File: src/rtl/core/buffer_slot_selector_assert.svh
// Assertion macros shared by the buffer slot selector RTL.
`ifndef BUFFER_SLOT_SELECTOR_ASSERT_SVH
`define BUFFER_SLOT_SELECTOR_ASSERT_SVH

// The consequent must hold in the same cycle as the antecedent.
`define BSS_ASSERT_SAME(label, ante, cons, msg) \
   label: assert property (@(posedge clock) disable iff (reset) (ante) |-> (cons)) \
      else $error(msg);

// The consequent must hold in the cycle after the antecedent.
`define BSS_ASSERT_NEXT(label, ante, cons, msg) \
   label: assert property (@(posedge clock) disable iff (reset) (ante) |=> (cons)) \
      else $error(msg);

`endif

File: src/rtl/core/bss_pkg.sv
// Package with the types and constants of the buffer slot selector.
package bss_pkg;

   localparam int SLOT_COUNT = 8;
   localparam int SLOT_IDX_W = (SLOT_COUNT > 1) ? $clog2(SLOT_COUNT) : 1;

   localparam logic [63:0] WEIGHT_NONE = '1;

   localparam logic [1:0] MODE_FIND_FIRST  = 2'd0;
   localparam logic [1:0] MODE_FIND_OLDEST = 2'd1;
   localparam logic [1:0] MODE_UPDATE      = 2'd2;

   typedef struct packed {
      logic [1:0]  mode;
      logic [7:0]  state_code;
      logic [7:0]  slot_index;
      logic [63:0] new_weight;
   } bss_req_type;

   typedef struct packed {
      logic       hit;
      logic [2:0] slot_out;
   } bss_rsp_type;

   // Search token handed from cell to cell.
   typedef struct packed {
      logic [1:0]            mode;
      logic [7:0]            code;
      logic [7:0]            slot;
      logic [63:0]           weight;
      logic [63:0]           best;
      logic                  found;
      logic [SLOT_IDX_W-1:0] best_idx;
   } bss_token_type;

endpackage

File: src/rtl/core/bss_cell.sv
// One slot of the table: holds state and weight and updates the passing token.
module bss_cell
   import bss_pkg::*;
(
   input  logic                  clock,
   input  logic                  reset,
   input  logic [SLOT_IDX_W-1:0] cell_index,
   input  logic                  in_valid,
   input  bss_token_type         in_tok,
   output logic                  out_valid,
   output bss_token_type         out_tok
);

   logic [7:0]    state_ff, state_in;
   logic [63:0]   weight_ff, weight_in;
   logic          out_valid_ff;
   bss_token_type out_tok_ff, out_tok_in;
   logic          match;

   always_comb begin
      state_in   = state_ff;
      weight_in  = weight_ff;
      out_tok_in = in_tok;
      match      = (state_ff == in_tok.code);
      unique case (in_tok.mode)
         MODE_FIND_FIRST: begin
            if (!in_tok.found && match) begin
               out_tok_in.found    = 1'b1;
               out_tok_in.best_idx = cell_index;
            end
         end
         MODE_FIND_OLDEST: begin
            // Strict less-than keeps the lowest index on ties and never picks all ones.
            if (match && (weight_ff != 64'd0) && (weight_ff < in_tok.best)) begin
               out_tok_in.found    = 1'b1;
               out_tok_in.best     = weight_ff;
               out_tok_in.best_idx = cell_index;
            end
         end
         MODE_UPDATE: begin
            if (in_tok.slot == 8'(cell_index)) begin
               out_tok_in.found    = 1'b1;
               out_tok_in.best_idx = cell_index;
               if (in_valid) begin
                  state_in  = in_tok.code;
                  weight_in = in_tok.weight;
               end
            end
         end
         default: begin
         end
      endcase
   end

   always_ff @(posedge clock) begin
      if (reset) begin
         state_ff     <= 8'd0;
         weight_ff    <= 64'd0;
         out_valid_ff <= 1'b0;
      end else begin
         state_ff     <= state_in;
         weight_ff    <= weight_in;
         out_valid_ff <= in_valid;
      end
   end

   always_ff @(posedge clock) begin
      out_tok_ff <= out_tok_in;
   end

   assign out_valid = out_valid_ff;
   assign out_tok   = out_tok_ff;

endmodule

File: src/rtl/core/buffer_slot_selector.sv
// Top level of the buffer slot selector: a chain of slot cells that a request token walks.
// The result strobe comes from the last cell's output register, after the token has passed every cell.
// The block takes no new request while a token is in flight; busy falls only at the edge that
// takes the result, so the next request goes in only after that edge.
// Reset clears every slot's state and weight to zero and empties the chain at once.
// The receiver cannot stall; each result is shown for exactly one cycle.
`include "buffer_slot_selector_assert.svh"

module buffer_slot_selector
   import bss_pkg::*;
(
   input  logic        clock,
   input  logic        reset,
   input  logic        start,
   input  bss_req_type req_data,
   output logic        busy,
   output logic        rsp_strobe,
   output bss_rsp_type rsp_data
);

   // A transfer on the request side happens when start is high and no token is in flight.
   logic accept;
   logic busy_ff, busy_in;

   // Element k of the chain is the token entering cell k; element SLOT_COUNT leaves the last cell.
   logic [SLOT_COUNT:0] chain_valid;
   bss_token_type       chain_tok [SLOT_COUNT+1];
   bss_token_type       last_tok;

   assign accept = start && !busy_ff;

   // The launched token starts with no candidate and the all-ones weight as the best so far,
   // so the oldest-slot search can never settle on an all-ones weight.
   always_comb begin
      chain_valid[0]        = accept;
      chain_tok[0].mode     = req_data.mode;
      chain_tok[0].code     = req_data.state_code;
      chain_tok[0].slot     = req_data.slot_index;
      chain_tok[0].weight   = req_data.new_weight;
      chain_tok[0].best     = WEIGHT_NONE;
      chain_tok[0].found    = 1'b0;
      chain_tok[0].best_idx = '0;
   end

   for (genvar i = 0; i < SLOT_COUNT; i++) begin : g_cell
      bss_cell u_cell (
         .clock      (clock),
         .reset      (reset),
         .cell_index (SLOT_IDX_W'(i)),
         .in_valid   (chain_valid[i]),
         .in_tok     (chain_tok[i]),
         .out_valid  (chain_valid[i+1]),
         .out_tok    (chain_tok[i+1])
      );
   end

   // The block stays busy from the accepting edge until the token leaves the last cell.
   always_comb begin
      priority if (accept) begin
         busy_in = 1'b1;
      end else if (chain_valid[SLOT_COUNT]) begin
         busy_in = 1'b0;
      end else begin
         busy_in = busy_ff;
      end
   end

   always_ff @(posedge clock) begin
      if (reset) begin
         busy_ff <= 1'b0;
      end else begin
         busy_ff <= busy_in;
      end
   end

   // The last cell's output register holds the result; the index is cut to three bits,
   // and it reads zero when nothing was found or the update slot was out of range.
   assign last_tok          = chain_tok[SLOT_COUNT];
   assign busy              = busy_ff;
   assign rsp_strobe        = chain_valid[SLOT_COUNT];
   assign rsp_data.hit      = last_tok.found;
   assign rsp_data.slot_out = last_tok.found ? 3'(last_tok.best_idx) : 3'd0;

   // Only one token may be in the chain at any time.
   `BSS_ASSERT_SAME(a_single_token, 1'b1, $onehot0(chain_valid[SLOT_COUNT:1]),
                    "more than one token in the cell chain")
   // An accepted request keeps the block busy in the next cycle.
   `BSS_ASSERT_NEXT(a_accept_busy, accept, busy && chain_valid[1],
                    "accepted request did not enter the chain")
   // A result frees the block right after it is shown.
   `BSS_ASSERT_NEXT(a_result_frees, rsp_strobe, !busy && !rsp_strobe,
                    "block still busy after its result")
   // A miss always reports slot zero.
   `BSS_ASSERT_SAME(a_miss_zero, rsp_strobe && !rsp_data.hit, rsp_data.slot_out == 3'd0,
                    "miss reported a nonzero slot")

endmodule

File: config.mk
export PLATFORM = sky130hd
export DESIGN_NAME = buffer_slot_selector
export DESIGN_NICKNAME = d
export VERILOG_FILES = /design/src/rtl/core/bss_pkg.sv /design/src/rtl/core/bss_cell.sv /design/src/rtl/core/buffer_slot_selector.sv
export VERILOG_INCLUDE_DIRS = /design/src /design/src/rtl/core
export SDC_FILE = /design/constraint.sdc
export NUM_CORES = 2
export LEC_CHECK = 0
export BUFFER_PORTS_ARGS = -buffer_cell sky130_fd_sc_hd__buf_4
export CORE_MARGIN = 10
export CORE_UTILIZATION = 61
export CTS_CLUSTER_DIAMETER = 30
export DETAILED_ROUTE_END_ITERATION = 8
export PLACE_DENSITY = 0.83
export SYNTH_ARGS = -nofsm -noshare
export SYNTH_HDL_FRONTEND = slang
export SYNTH_HIERARCHICAL = 1
export SYNTH_SLANG_ARGS = --single-unit
File: constraint.sdc
create_clock -name clock -period 3.3 [get_ports clock]
set_clock_uncertainty 0.05 [all_clocks]
set_input_delay 0.165 -clock clock [delete_from_list [all_inputs] [get_ports clock]]
set_output_delay 0.165 -clock clock [all_outputs]
set_load 0.03 [all_outputs]
======== Word level (Yosys, flattened, before mapping) ========
Index checks and enable logic that the tools add are counted.
operators by class
  magnitude comparators ................... 8
  equal/unequal tests ..................... 31
  multiplexer cells ....................... 41
  reductions and logical operators ........ 59
operators with widths
  kind                    count
  $reduce_bool A64 Y1     8
  $lt A64 B64 Y1          7
  $mux W68                6
  $mux W64                6
  $pmux W4 S3             8
  $mux W4                 18
  $eq A8 B8 Y1            8
  $lt A64 B64 Y1 const B  1
  $eq A8 B3 Y1 const B    4
  $logic_and A1 B1 Y1     24
  $reduce_and A3 Y1       8
  $eq A2 B1 Y1 const B    8
  $eq A2 B2 Y1 const B    8
  $eq A8 B2 Y1 const B    2
  $logic_not A2 Y1        8
  $eq A8 B1 Y1 const B    1
  $logic_not A1 Y1        8
  $logic_not A8 Y1        1
  $mux W3                 1
  $mux W1                 2
  $reduce_and A2 Y1       1
  $reduce_bool A2 Y1      1
storage, ports and cells
  register bits after elaboration ......... 1639
  bits of input ports ..................... 85
  output and inout bits ................... 6
  logic and storage cells ................. 215

======== Depth between registers and ports, before layout ========
  word-level depth ........................ 5
  gate-level depth with buffers ........... 11
  mapped depth without buffers ............ 9

======== Hierarchy ========
The synthesis kept the hierarchy.
modules (own cells, without submodules)
  module                            instances  cells each  area each (sq um)  seq. area each (sq um)
  bss_cell at g_cell[0].u_cell ...  7          853         8658.3             4464.3
  bss_cell at g_cell[3].u_cell      1          835         8558.2             4464.3
  buffer_slot_selector              1          9           66.3               20.0

======== Least setup slack after synthesis ========
Ideal clock, no wire load.
  path kind ............................... reg-to-reg
  start point ............................. reg g_cell[0].u_cell.out_tok_ff, in the netlist g_cell[0].u_cell/out_tok[67]
  end point ............................... reg g_cell[1].u_cell.out_tok_ff, in the netlist g_cell[1].u_cell/out_tok[18]
  setup time .............................. 0.121 ns
  arrival time ............................ 2.479 ns
  required time ........................... 3.129 ns
  path slack .............................. 0.650 ns
  stages on the path, launching flop included .. 12
  buffers on the path ..................... 2
  period minus slack after synthesis ...... 2.650 ns
  path through ............................ dfxtp_1 -> inv_1 -> ha_1 -> nand4_1 -> nor4_1 -> inv_1 -> o211a_1 -> nor3b_4 -> nand4b_4 -> buf_8 -> buf_8 -> mux2_4
RTL lines
  what                    RTL line        source
  start, declared         bss_cell.sv:17  bss_token_type out_tok_ff, out_tok_in;
  start signal, assigned  bss_cell.sv:68  out_tok_ff <= out_tok_in;
  end signal, assigned    bss_cell.sv:68
  end, declared           bss_cell.sv:17

==> reports/metrics.cfg <==
[detailed_routing]
drt_wl_total_um = 190000
routed_via_density = 5.82
detail-route-antenna-nets = 0
first_iter_violations = 4709
vias = 52019
firstDrtPassIters = 7
wl_per_cell_um = 21.2
drc = 0

[clock_tree]
clock_tree.root_cell = clkbuf_16
cts_max_level = 5
path_clk_slew_ns = 0.05
cts_buffer_depth = 4
cts_tree = built
cts_buffers = 292
clock_latency_ns = 0.86
clock-sinks = 1639

[grt]
antenna_found_initial = 3
grt.met2_usage_pct = 49.2
grt_max_degree = 95
use_met3_pct = 5.27
grt_overflow = 0
use_met1_pct = 36.0
grt_busiest_layer = met2
first_global_vias = 52739
grt_pass1_wl_um = 292000
grt_use_total_pct = 30.0

[power]
sw_frac_of_total_pct = 23.6
comb_power_share_pct = 3.5
p_clk_share_pct = 56.2
irDropWorstVdd_mv = 0.481
power_density_mw_per_mm2 = 652
p_leak_nw = 37.3
seqPwrFrac_pct = 40.3
switchingPower_mw = 12.4
internal_power_mw = 40.2
finalPower_mw = 52.6

[sta]
fmax_ghz = 0.297
slew_headroom_pct = 2.90
hold_viol = 0
final_min_period_over_clock_period_pct = 102
period_needed_ns = 3.37
finalSetupViolations = 28
holdWs_ns = 0.104
timing.final.ws_setup_ns = -0.0691
worst-slew-pin-transition_ns = 1.46
maxSlewViolCount = 0
rsz0062_at_grt = yes

[yosys]
netlist_area_mm2 = 0.0653
ys_warn_count = 6
synthCells = 6600
syn_area_per_cell_um2 = 9.90

[finish]
seqCellArea_mm2 = 0.0328
utilization_pct = 75.5
nets = 7909
nFillCells = 6172
multiInputGateArea_mm2 = 0.0301
drive_gt1_share_pct = 17.5
final_common_cell = dfxtp_1
areaGrowthSynthToFinish_pct = 23.4
final_area_mm2 = 0.0806
final_cell_count_no_fill = 8942
layout_common_cells = dfxtp_1, nand2_1, a21oi_1, inv_1, ha_1

[floorplan]
die_h_um = 347
io_pins = 91
dieArea_mm2 = 0.121
start_util_pct = 61.2
rows = 120
die_w_um = 347
coreArea_mm2 = 0.107

[run]
drv_cap = 0

[placed_design]
dp_cells = 8256
place_area_mm2 = 0.0689
place_hpwl_um = 117000
port_buffers = 90
place_congestion = 0.981

[setup_path]
path_max_fanout = 26
worstReg2RegEnd = g_cell[6].u_cell/out_tok[16]$_DFF_P_
arrival_ns = 4.03
path_class = flop to flop
endpoint_kind = flop
rrSetupSlack_ns = -0.07
cp-startpoint = g_cell[5].u_cell/out_tok[59]$_DFF_P_
required_ns = 3.96
rr_worst_depth = 11
cp-start-kind = flop
reg2reg_from = g_cell[5].u_cell/out_tok[59]$_DFF_P_

[min_path]
worstHoldPathCells = 4
min_from = req_data[53]
hold_end = g_cell[0].u_cell/weight_ff[53]$_SDFFE_PP0P_
hold_class = input port to flop

[outcome]
violations = negative setup slack
status = complete, but fails checks

what timing repair did:
item,CTS,global route
setup buffers,1,5
hold buffers,165,0
pin swaps,2,7
setup endpoints to repair,340,355
endpoints found under the hold margin,248,0
gates cloned,0,2
resized for setup,17,22
power groups by stage:
stage / clock, mW / sequential, mW / combinational (mW)
final: 29.6 / 21.2 / 1.86
after global routing: 30.7 / 21.2 / 2.01
after CTS: 29.7 / 21.1 / 1.75
after detailed placement: 0 / 21.5 / 1.54
after global placement: 0 / 21.5 / 1.46
after floorplan: 0 / 21.2 / 1.19
registers in the layout, indices dropped and copies added (netlist names):
register	count
g_cell.u_cell/weight_ff	512
busy	1
g_cell.u_cell/out_valid	8
g_cell.u_cell/out_tok	1054
g_cell.u_cell/state_ff	64
through the flow:
step | setup WS (ns) | setup TNS, ns
6_report | -0.0691 | -0.717
5_1_grt | -0.0732 | -1.79
3_3_place_gp | -0.427 | -104.55
2_1_floorplan | 0.650 | 0
3_5_place_dp | -0.515 | -120.16
4_1_cts | 0.00363 | 0
cell type report:
cell class	instances	area share (%)
flip-flops and latches	1639	40.7
multi-input cells	4378	37.3
diodes	2	0.00621
repair buffers	445	5.09
inverters	564	2.63
clock inverters	175	2.45
clock buffers	336	9.68
well taps	1403	2.18
worst max-delay path, stage by stage (launching register included):
cell and delay [ns]:
dfxtp_1 0.35, inv_1 0.05, ha_1 0.31, nand4_1 0.21
nor4_2 0.37, buf_4 0.23, nand4_1 0.26, a21oi_4 0.38
or2_4 0.19, nand4b_4 0.21, buf_12 0.24, mux2_2 0.38
layer usage:
| layer | share of wire [%] | up-vias |
|---|---|---|
| met3 | 7.1 | 717 |
| met1 | 40 | 24615 |
| met4 | 7.3 | 2 |
| met5 | 0.0058 | - |
| li1 | - | 23848 |
| met2 | 46 | 2837 |
how the worst max path moves through the flow:
stage	to	slack, ns	depth (start not counted)
finish	g_cell[6].u_cell/out_tok[16]$_DFF_P_	-0.07	11
global route	g_cell[4].u_cell/out_tok[17]$_DFF_P_	-0.07	10
CTS	g_cell[3].u_cell/out_tok[16]$_DFF_P_	0.004	10
detailed placement	g_cell[6].u_cell/out_tok[16]$_DFF_P_	-0.51	10
global placement	g_cell[6].u_cell/out_tok[12]$_DFF_P_	-0.43	10
floorplan	g_cell[1].u_cell/out_tok[18]$_DFF_P_	0.65	11
Note: power is estimated with default switching activity, not from simulation.
